==> src/rtl/core/wfdc_pkg.sv <==
// ---------------------------------------------------------------------------
// wfdc_pkg
// Shared types, constants and codes for the wall-following drive controller
// ---------------------------------------------------------------------------
package wfdc_pkg;

    localparam int SIDE_SENSOR_COUNT_DEF = 4;

    localparam logic [7:0] NO_WALL        = 8'd245;
    localparam logic [7:0] NEAR_LIMIT     = 8'd25;
    localparam logic [6:0] OBST_TURN_SPD  = 7'd70;
    localparam logic [7:0] GYRO_ZERO      = 8'd124;
    localparam logic [7:0] MANUAL_FWD_SPD = 8'd50;

    // divide by 1000 as multiply by ceil(2^35/1000) then shift
    localparam logic signed [26:0] RECIP_1000  = 27'sd34359739;
    localparam int                 RECIP_SHIFT = 35;

    // result actions
    localparam logic [1:0] ACT_SET   = 2'd0;
    localparam logic [1:0] ACT_STOP  = 2'd1;
    localparam logic [1:0] ACT_OPEN  = 2'd2;
    localparam logic [1:0] ACT_CLOSE = 2'd3;

    // configuration register indexes
    localparam logic [2:0] CFG_AUTO   = 3'd0;
    localparam logic [2:0] CFG_PGAIN  = 3'd1;
    localparam logic [2:0] CFG_DGAIN  = 3'd2;
    localparam logic [2:0] CFG_KGAIN  = 3'd3;
    localparam logic [2:0] CFG_CRUISE = 3'd4;

    // sensor numbers
    localparam logic [7:0] SNS_FWD_HI = 8'd5;
    localparam logic [7:0] SNS_FWD_LO = 8'd6;
    localparam logic [7:0] SNS_GYRO   = 8'd7;

    // direction codes
    localparam logic [7:0] DIR_FWD    = 8'd1;
    localparam logic [7:0] DIR_BACK   = 8'd2;
    localparam logic [7:0] DIR_LEFT   = 8'd3;
    localparam logic [7:0] DIR_RIGHT  = 8'd4;
    localparam logic [7:0] DIR_FL     = 8'd5;
    localparam logic [7:0] DIR_FR     = 8'd6;
    localparam logic [7:0] DIR_BL     = 8'd7;
    localparam logic [7:0] DIR_BR     = 8'd8;
    localparam logic [7:0] DIR_PICKER = 8'd9;
    localparam logic [7:0] DIR_ROT2   = 8'd10;

    typedef enum logic [3:0] {
        ST_IDLE,
        ST_MUL_P,
        ST_MUL_D,
        ST_SUM,
        ST_MUL_K,
        ST_DIV,
        ST_FINISH,
        ST_MIX,
        ST_OUT
    } state_t;

    // command from sequencer to shared multiplier
    typedef struct packed {
        logic               start;
        logic signed [26:0] a;
        logic signed [26:0] b;
    } mul_cmd_t;

endpackage

==> src/rtl/core/wfdc_mul.sv <==
// ---------------------------------------------------------------------------
// wfdc_mul
// Shared signed multiplier with registered product
// ---------------------------------------------------------------------------
module wfdc_mul
    import wfdc_pkg::*;
(
    input  logic               clk,
    input  mul_cmd_t           cmd,
    output logic signed [53:0] product
);

    logic signed [53:0] product_reg;

    // one product per issued command
    always_ff @(posedge clk)
    begin
        if (cmd.start)
        begin
            product_reg <= cmd.a * cmd.b;
        end
    end

    assign product = product_reg;

endmodule

==> src/rtl/core/wall_following_drive_controller_unit.sv <==
// ---------------------------------------------------------------------------
// wall_following_drive_controller_unit
// Sensor and command driven wheel controller with a PD wall follower
// ---------------------------------------------------------------------------
// channel  | dir | tdata (low bit first)                | other
// s_axis   | in  | index[7:0], value[15:8]              | tuser = mode
// m_axis   | out | l_speed[7:0], l_fwd[8], r_speed[16:9],| tuser = action
//          |     | r_fwd[17], zero pad [23:18]          |
// cfg      | in  | cfg_index (3b), cfg_data (8b)        | cfg_valid/ready
// An item with an immediate result is taken, then its result beat is offered;
// an item with no result is only taken. The autonomous forward drive with a
// wall runs p, d, sum, k, reciprocal divide, finish and mix steps around the
// one multiplier, then the result beat. Reset clears the sequencer and the
// persistent state and loads the configuration defaults; the pd datapath and
// result registers are not reset. A result waits in the output register; no new item is taken until it goes.
// ---------------------------------------------------------------------------
module wall_following_drive_controller_unit
    import wfdc_pkg::*;
#(
    parameter int SIDE_SENSOR_COUNT = SIDE_SENSOR_COUNT_DEF
)
(
    input  logic        clk,
    input  logic        rst_n,
    input  logic        s_axis_tvalid,
    output logic        s_axis_tready,
    input  logic [15:0] s_axis_tdata,   // index, value
    input  logic        s_axis_tuser,   // mode
    output logic        m_axis_tvalid,
    input  logic        m_axis_tready,
    output logic [23:0] m_axis_tdata,   // left_speed, left_forward, right_speed, right_forward
    output logic [1:0]  m_axis_tuser,   // action
    input  logic        cfg_valid,
    output logic        cfg_ready,
    input  logic [2:0]  cfg_index,
    input  logic [7:0]  cfg_data
);

    localparam int SW = $clog2(SIDE_SENSOR_COUNT);

    state_t state_reg, state_next;

    logic       auto_reg;
    logic [7:0] pg_reg, dg_reg, kg_reg, cruise_reg;
    logic [7:0] side_reg [SIDE_SENSOR_COUNT];
    logic [7:0] fwd_hi_reg;
    logic       turn_reg;
    logic [15:0] acc_reg;
    logic [6:0] tspd_reg;

    logic        flip_reg;
    logic        neg_reg;
    logic signed [18:0] err_reg, dterm_reg;
    logic signed [15:0] y_reg;

    logic [1:0] o_act_reg;
    logic [7:0] o_ls_reg, o_rs_reg;
    logic       o_lf_reg, o_rf_reg;

    mul_cmd_t mcmd;
    logic signed [53:0] prod;

    wfdc_mul u_mul (.clk(clk), .cmd(mcmd), .product(prod));

    logic       in_acc;
    logic       mode;
    logic [7:0] idx, val;
    assign mode = s_axis_tuser;
    assign idx  = s_axis_tdata[7:0];
    assign val  = s_axis_tdata[15:8];
    assign s_axis_tready = (state_reg == ST_IDLE);
    assign in_acc = s_axis_tvalid && s_axis_tready;
    assign cfg_ready = 1'b1;

    assign m_axis_tvalid = (state_reg == ST_OUT);
    assign m_axis_tuser  = o_act_reg;
    assign m_axis_tdata  = {6'd0, o_rf_reg, o_rs_reg, o_lf_reg, o_ls_reg};

    function automatic logic [7:0] sat8(input logic signed [16:0] v);
        logic [7:0] r;
        if (v < 0)
            r = 8'd0;
        else if (v > 17'sd255)
            r = 8'd255;
        else
            r = v[7:0];
        return r;
    endfunction

    // decode of the accepted beat: immediate result, start of pd chain or turn state update
    logic       imm_res, imm_go_pd, imm_start_turn, imm_stop_turn, imm_add;
    logic [1:0] imm_act;
    logic [7:0] imm_ls, imm_rs;
    logic       imm_lf, imm_rf, imm_clr_acc, imm_set_tspd;
    logic       fwd_req;
    logic [17:0] r6_prod;
    logic [7:0] r6;
    logic [15:0] fwd_dist;
    logic signed [8:0]  g;
    logic signed [19:0] thr_lhs, thr_rhs;
    logic [7:0] sf, sb;
    logic       lw, rw;
    logic [8:0] ssum;

    // floor of 0.6 v as v * 615 / 1024, exact over the byte range
    assign r6_prod = 18'(val) * 18'd615;
    assign r6 = r6_prod[17:10];
    assign fwd_dist = {fwd_hi_reg, val};
    assign g = $signed({1'b0, val}) - $signed({1'b0, GYRO_ZERO});
    assign thr_lhs = 20'(signed'(acc_reg)) * 20'sd10;
    assign thr_rhs = 20'sd8410 - 20'sd34 * $signed({13'd0, tspd_reg});
    assign lw = side_reg[1] != NO_WALL;
    assign rw = side_reg[2] != NO_WALL;
    assign sf = lw ? side_reg[1] : side_reg[0];
    assign sb = lw ? side_reg[3] : side_reg[2];
    assign ssum = {1'b0, sf} + {1'b0, sb};

    always_comb
    begin
        imm_res = 1'b0; imm_go_pd = 1'b0; imm_start_turn = 1'b0;
        imm_stop_turn = 1'b0; imm_add = 1'b0; imm_clr_acc = 1'b0;
        imm_set_tspd = 1'b0; fwd_req = 1'b0;
        imm_act = ACT_SET; imm_ls = 8'd0; imm_rs = 8'd0; imm_lf = 1'b0; imm_rf = 1'b0;
        if (mode)
        begin
            if (!auto_reg)
            begin
                imm_res = 1'b1; imm_ls = val; imm_rs = val;
                case (idx)
                    DIR_FWD:   begin imm_lf = 1'b1; imm_rf = 1'b1; end
                    DIR_BACK:  ;
                    DIR_LEFT:  imm_rf = 1'b1;
                    DIR_RIGHT: imm_lf = 1'b1;
                    DIR_FL:    begin imm_lf = 1'b1; imm_rf = 1'b1; imm_rs = r6; end
                    DIR_FR:    begin imm_lf = 1'b1; imm_rf = 1'b1; imm_ls = r6; end
                    DIR_BL:    imm_rs = r6;
                    DIR_BR:    imm_ls = r6;
                    DIR_PICKER:
                    begin
                        imm_act = (val == 8'd1) ? ACT_OPEN : ACT_CLOSE;
                        imm_ls = 8'd0; imm_rs = 8'd0;
                    end
                    default:   imm_res = 1'b0;
                endcase
            end
            else
            begin
                case (idx)
                    DIR_FWD:   fwd_req = 1'b1;
                    DIR_LEFT:  begin imm_clr_acc = 1'b1; imm_ls = 8'd1; end
                    DIR_RIGHT: begin imm_clr_acc = 1'b1; imm_ls = 8'd0; end
                    DIR_ROT2:  begin imm_clr_acc = 1'b1; imm_ls = 8'd2; end
                    default:   ;
                endcase
            end
        end
        else if (idx == SNS_FWD_LO && !turn_reg)
        begin
            if (fwd_dist < {8'd0, NEAR_LIMIT})
            begin
                imm_set_tspd = 1'b1; imm_clr_acc = 1'b1; imm_ls = {1'b0, OBST_TURN_SPD};
            end
            else if (!auto_reg)
            begin
                imm_res = 1'b1; imm_ls = MANUAL_FWD_SPD; imm_rs = MANUAL_FWD_SPD;
                imm_lf = 1'b1; imm_rf = 1'b1;
            end
            else
                fwd_req = 1'b1;
        end
        else if (idx == SNS_GYRO)
        begin
            if (turn_reg && thr_lhs > thr_rhs)
            begin
                imm_res = 1'b1; imm_stop_turn = 1'b1; imm_act = ACT_STOP;
            end
            else if (turn_reg && (g > 9'sd3 || g < -9'sd3))
                imm_add = 1'b1;
        end
        // rotate: result only when no turn is running
        if (imm_clr_acc && !turn_reg)
        begin
            imm_res = 1'b1; imm_start_turn = 1'b1; imm_rs = imm_ls;
            imm_lf = 1'b0; imm_rf = 1'b1;
        end
        // autonomous forward drive
        if (fwd_req)
        begin
            if (!lw && !rw)
            begin
                imm_res = 1'b1; imm_ls = cruise_reg; imm_rs = cruise_reg;
                imm_lf = 1'b1; imm_rf = 1'b1;
            end
            else
                imm_go_pd = 1'b1;
        end
    end

    // sequencer: shared multiplier issue
    always_comb
    begin
        state_next = state_reg;
        mcmd.start = 1'b0;
        mcmd.a = '0;
        mcmd.b = '0;
        case (state_reg)
            ST_IDLE:
            begin
                if (in_acc && imm_go_pd)
                    state_next = ST_MUL_P;
                else if (in_acc && imm_res)
                    state_next = ST_OUT;
            end
            ST_MUL_P:
            begin
                mcmd.start = 1'b1; mcmd.a = 27'(err_reg);
                mcmd.b = 27'($signed({1'b0, pg_reg}));
                state_next = ST_MUL_D;
            end
            ST_MUL_D:
            begin
                mcmd.start = 1'b1; mcmd.a = 27'(dterm_reg);
                mcmd.b = 27'($signed({1'b0, dg_reg}));
                state_next = ST_SUM;
            end
            ST_SUM:    state_next = ST_MUL_K;
            ST_MUL_K:
            begin
                mcmd.start = 1'b1; mcmd.a = 27'(err_reg);
                mcmd.b = 27'($signed({1'b0, kg_reg}));
                state_next = ST_DIV;
            end
            ST_DIV:
            begin
                // magnitude times ceil(2^35/1000)
                mcmd.start = 1'b1;
                mcmd.a = 27'(prod);
                mcmd.b = RECIP_1000;
                state_next = ST_FINISH;
            end
            ST_FINISH: state_next = ST_MIX;
            ST_MIX:    state_next = ST_OUT;
            ST_OUT:    if (m_axis_tready) state_next = ST_IDLE;
            default:   state_next = ST_IDLE;
        endcase
    end

    always_ff @(posedge clk or negedge rst_n)
    begin
        if (!rst_n)
            state_reg <= ST_IDLE;
        else
            state_reg <= state_next;
    end

    // configuration and persistent state
    always_ff @(posedge clk or negedge rst_n)
    begin
        if (!rst_n)
        begin
            auto_reg <= 1'b0; pg_reg <= 8'd45; dg_reg <= 8'd120;
            kg_reg <= 8'd7; cruise_reg <= 8'd30;
            for (int i = 0; i < SIDE_SENSOR_COUNT; i++) side_reg[i] <= 8'd0;
            fwd_hi_reg <= 8'd0; turn_reg <= 1'b0; acc_reg <= 16'd0; tspd_reg <= 7'd0;
        end
        else
        begin
            if (cfg_valid)
            begin
                case (cfg_index)
                    CFG_AUTO:   auto_reg <= cfg_data[0];
                    CFG_PGAIN:  pg_reg <= cfg_data;
                    CFG_DGAIN:  dg_reg <= cfg_data;
                    CFG_KGAIN:  kg_reg <= cfg_data;
                    CFG_CRUISE: cruise_reg <= cfg_data;
                    default:    ;
                endcase
            end
            if (in_acc)
            begin
                if (!mode && idx >= 8'd1 && idx <= 8'(SIDE_SENSOR_COUNT))
                    side_reg[SW'(idx - 8'd1)] <= val;
                if (!mode && idx == SNS_FWD_HI)
                    fwd_hi_reg <= val;
                if (imm_set_tspd)
                    tspd_reg <= OBST_TURN_SPD;
                if (imm_clr_acc)
                    acc_reg <= 16'd0;
                if (imm_start_turn)
                    turn_reg <= 1'b1;
                if (imm_stop_turn)
                    turn_reg <= 1'b0;
                if (imm_add)
                    acc_reg <= acc_reg + 16'(signed'(g));
            end
        end
    end

    // pd sum magnitude, quotient and signed y
    logic signed [18:0] sum_v, abs_v;
    logic signed [15:0] q_mag, y_next;
    assign sum_v  = err_reg + 19'(prod);
    assign abs_v  = sum_v[18] ? -sum_v : sum_v;
    assign q_mag  = 16'(prod >>> RECIP_SHIFT);
    assign y_next = (neg_reg ^ flip_reg) ? -q_mag : q_mag;

    // wheel mix from the registered y
    logic signed [16:0] yx, cr, hx;
    logic signed [15:0] hy;
    logic [7:0] mix_ls, mix_rs;
    assign yx = 17'(y_reg);
    assign cr = $signed({9'd0, cruise_reg});
    assign hy = y_reg / 16'sd2;
    assign hx = 17'(hy);

    always_comb
    begin
        if (y_reg < 0 && cr - yx > 17'sd100)
        begin
            mix_ls = 8'd100; mix_rs = sat8(17'sd100 + yx);
        end
        else if (y_reg >= 0 && cr + yx > 17'sd100)
        begin
            mix_ls = sat8(17'sd100 - yx); mix_rs = 8'd100;
        end
        else
        begin
            mix_ls = sat8(cr - hx); mix_rs = sat8(cr + hx);
        end
    end

    // pd datapath and result register
    always_ff @(posedge clk)
    begin
        if (in_acc)
        begin
            flip_reg  <= !lw;
            err_reg   <= 19'($signed({1'b0, ssum[8:1]})) - 19'sd100;
            dterm_reg <= 19'($signed({1'b0, sf})) - 19'($signed({1'b0, sb}));
            o_act_reg <= imm_act; o_ls_reg <= imm_ls; o_rs_reg <= imm_rs;
            o_lf_reg <= imm_lf; o_rf_reg <= imm_rf;
        end
        case (state_reg)
            ST_MUL_D:  err_reg <= 19'(prod);
            ST_SUM:
            begin
                neg_reg <= sum_v[18];
                err_reg <= abs_v;
            end
            ST_FINISH: y_reg <= y_next;
            ST_MIX:
            begin
                o_act_reg <= ACT_SET; o_lf_reg <= 1'b1; o_rf_reg <= 1'b1;
                o_ls_reg <= mix_ls; o_rs_reg <= mix_rs;
            end
            default: ;
        endcase
    end

endmodule

==> config.mk <==
export PLATFORM = sky130hd
export DESIGN_NAME = wall_following_drive_controller_unit
export DESIGN_NICKNAME = d
export VERILOG_FILES = /design/src/rtl/core/wfdc_pkg.sv /design/src/rtl/core/wfdc_mul.sv /design/src/rtl/core/wall_following_drive_controller_unit.sv
export SDC_FILE = /design/constraint.sdc
export NUM_CORES = 2
export LEC_CHECK = 0
export BUFFER_PORTS_ARGS = -buffer_cell sky130_fd_sc_hd__buf_2
export CAP_MARGIN = 20
export CORE_MARGIN = 1
export CORE_UTILIZATION = 45
export CTS_CLUSTER_SIZE = 10
export DETAILED_ROUTE_END_ITERATION = 6
export SKIP_CTS_REPAIR_TIMING = 1
export SYNTH_ARGS = -nofsm -noshare
export SYNTH_HDL_FRONTEND = slang
export SYNTH_SLANG_ARGS = --single-unit
==> constraint.sdc <==
create_clock -name clk -period 8.4 [get_ports clk]
set_input_delay 1.26 -clock clk [delete_from_list [all_inputs] [get_ports clk]]
set_output_delay 1.26 -clock clk [all_outputs]
set_load 0.02 [all_outputs]
==> results.cfg <==
[sta]
worst_pin_slew_ns = 1.05
slew_violations = 0
hold_viol = 0
fmaxAchievable_mhz = 124
post-route-period-util_pct = 95.8
min_period_ns = 8.05
finalSetupViolCount = 0
slew-limit-headroom_pct = 29.7
fin_skew_ns = 0.0421

[clocking]
clk_pin_slew_ns = 0.06
cts_tree = done
clock_path_buffers = 3
cts_buffers = 28
clock_sinks = 204
worstSkewPairLatency_ns = 0.60
h-tree-depth = 1
cts_root_buf = clkbuf_16

[routing]
postRouteAntennaNets = 0
vias = 26617
routed_via_density = 5.64
wl_per_cell_um = 20.3
drc_errors = 0
wl_um = 96000
drt_first_pass_iters = 5
drt-initial-drc-count = 1653

[global_route]
grt_usage_pct = 26.4
grt_pass1_wl_um = 153000
grt_max_degree = 66
grt_pass1_vias = 26855
grt_overflow = 0
antenna_found_initial = 1

[synth]
yosysUniqueCellTypes = 108
synth.largest_area_cell = fa_1
avgSynthCellArea_um2 = 8.99
ys_seq_area_share_pct = 17.1
synth_area_leaders = fa_1 (22%), ha_1 (16%), edfxtp_1 (9.6%), inv_1 (6.7%), dfrtp_1 (6.1%)
synthCells = 3666
ys.flop_type = edfxtp_1
ys_warn_count = 0
synthArstFlopShare_pct = 46.6
synth-seq-cells = 204
syn_area_um2 = 33000
yosys.area.top_type_share_pct = 21.9
synth_edf_count = 105

[layout]
fin_cells = 4719
finalNetCount = 4554
largest_reg_flops = 43
seq_area_um2 = 5630
areaGrowthSynthToFinish_pct = 8.64
multi_input_area_um2 = 24800
final_layout_size_suffix_gt1_share_pct = 10.2
n_fill_cell = 6885

[worst_setup_path]
rrSetupSlack_ns = 0.35
arrival_ns = 8.38
cp_max_fo = 23
r2r.worst_path.cells = 26
critical_path.endpoint_type = flop
worst-setup-path-type = flop to flop
cp-start-kind = flop
reg2reg_to = u_mul.product[50]$_DFFE_PN_
worstReg2RegStart = state_reg[3]$_DFFE_PN0P_
critPathRequiredTime_ns = 8.73

[placed_design]
globalplace.congestion = 0.986
dp_hpwl_um = 79500
placed_cells = 4661
io_buffers = 54

[die]
core_um2 = 72000
die-height_um = 273
die_w_um = 273
row_count = 98
ios = 62
start_util_pct = 45.8
dieArea_um2 = 74400

[min_path]
holdPathEnd = side_reg[5]$_DFFE_PN0P_
min_path_cells = 2
min_from = side_reg[5]$_DFFE_PN0P_
hold_path.class = flop to flop

[status]
outcome = finished, final reports clean

[flow_run]
maxCapViolCount = 0
==> how the worst max path moves through the flow <==
stage                                        start                     endpoint  slack, ns  depth (start not counted)
after floorplan           state_reg[3]$_DFFE_PN0P_  u_mul.product[43]$_DFFE_PN_       0.33                         29
after global placement    state_reg[0]$_DFFE_PN0P_  u_mul.product[43]$_DFFE_PN_       0.24                         27
after detailed placement  state_reg[2]$_DFFE_PN0P_  u_mul.product[50]$_DFFE_PN_       0.22                         26
after CTS                 state_reg[2]$_DFFE_PN0P_  u_mul.product[50]$_DFFE_PN_       0.22                         26
after global routing      state_reg[2]$_DFFE_PN0P_  u_mul.product[49]$_DFFE_PN_     -0.004                         26
final                     state_reg[3]$_DFFE_PN0P_  u_mul.product[50]$_DFFE_PN_       0.35                         26
==> stage by stage <==
stage	setup WS (ns)	util, %	hold slack, ns	setup TNS [ns]	cell area, um^2
global placement	0.238	48.3	0.468	0	34800
global route	-0.00390	49.8	0.525	-0.00390	35800
finish	0.352	49.8	0.485	0	35800
detailed placement	0.221	48.3	0.476	0	34800
floorplan	0.334	-	0.450	0	33000
CTS	0.220	49.6	0.488	0	35700
==> cell usage after synthesis (32+ instances only) <==
cell	number
inv_1	588
nor3_1	66
fa_1	361
or2_2	46
a21o_1	58
ha_1	414
xor2_1	57
a21oi_1	150
nand2b_1	36
clkbuf_1	83
o21a_1	32
nand2_1	225
and2_1	41
xnor2_1	133
mux2_2	67
a211oi_1	38
edfxtp_1	105
nand3_1	61
o21ai_0	155
dfrtp_1	80
nor2_1	334
==> critical path, stage by stage, from the launching register on <==
cell and delay [ns]:
dfrtp_1 0.39, buf_4 0.19, nor4b_4 0.40, buf_12 0.23, a22o_1 0.32, nand2_1 0.21, inv_1 0.13, fa_2 0.48
buf_4 0.17, fa_1 0.47, ha_1 0.30, fa_1 0.53, fa_1 0.45, fa_1 0.56, inv_1 0.06, fa_1 0.53
inv_1 0.05, ha_1 0.34, a21o_1 0.18, a211o_1 0.30, o22a_1 0.19, and4_1 0.20, a32o_2 0.29, a21o_1 0.19
a31o_2 0.29, nor4_1 0.27, nor3_1 0.09
==> logic make-up (layout without fill, tap and decap cells) <==
group                    count (synthesis)  count (layout)  share of synthesized area [%]
AO/OA/AOI/OAI                          716             716                           14.8
AND/OR/NAND/NOR                        999             999                           14.8
buffers and inverters                  708             805                           8.20
flip-flops                             204             204                           17.1
XOR/XNOR                               190             190                           5.05
multiplexers                            72              72                           2.44
adder cells (fa/ha/maj)                775             775                           37.6
other                                    2               8                         0.0228
==> final cells by class <==
cell class / instances / share of cell area (%)
clock buffers: 44 / 2.33
clock inverters: 8 / 0.269
flip-flops and latches: 204 / 15.7
well taps: 950 / 3.32
repair buffers: 155 / 3.00
diodes: 1 / 0.00699
multi-input cells: 2759 / 69.1
inverters: 598 / 6.27
==> layer usage <==
| metal | vias up | part of all wire [%] | track usage (%) |
|---|---|---|---|
| li1 | 12618 | - | - |
| met1 | 13103 | 43 | 34.5 |
| met2 | 713 | 48 | 44.4 |
| met3 | 183 | 4.7 | 2.52 |
| met4 | 0 | 4.9 | 11.6 |
| met5 | - | 0 | 0 |
==> placed cells by master, fill, tap and decap left out, types with 10 or more instances in the layout <==
cell type | Yosys | layout
nand4_1 | 26 | 26
o21ai_0 | 155 | 154
a221oi_1 | 13 | 13
nor2_1 | 334 | 332
nand2b_1 | 36 | 36
and3_1 | 28 | 27
nand2_1 | 225 | 225
a21oi_1 | 150 | 146
or3_1 | 15 | 15
dfstp_2 | 15 | 15
and2_1 | 41 | 40
o31ai_1 | 26 | 26
buf_2 | 11 | 54
a31oi_1 | 23 | 23
dfrtp_1 | 80 | 80
o211ai_1 | 19 | 19
inv_1 | 588 | 587
o2111ai_1 | 11 | 11
o21ai_1 | 9 | 10
nand3b_1 | 12 | 12
fa_1 | 361 | 360
or2_2 | 46 | 46
nor2b_1 | 28 | 28
buf_4 | 9 | 96
xor2_1 | 57 | 55
o21a_1 | 32 | 31
ha_1 | 414 | 414
xnor2_1 | 133 | 133
a21o_1 | 58 | 57
a211o_1 | 13 | 13
nand3_1 | 61 | 61
nor3_1 | 66 | 66
o21bai_1 | 20 | 20
a221o_1 | 10 | 10
mux2_2 | 67 | 67
clkbuf_1 | 83 | 11
a211oi_1 | 38 | 36
clkbuf_16 | 0 | 30
nor4_1 | 17 | 17
edfxtp_1 | 105 | 105
Power is not shown: default switching activity piles up to over one toggle a cycle in this logic, so the estimate is an artifact.
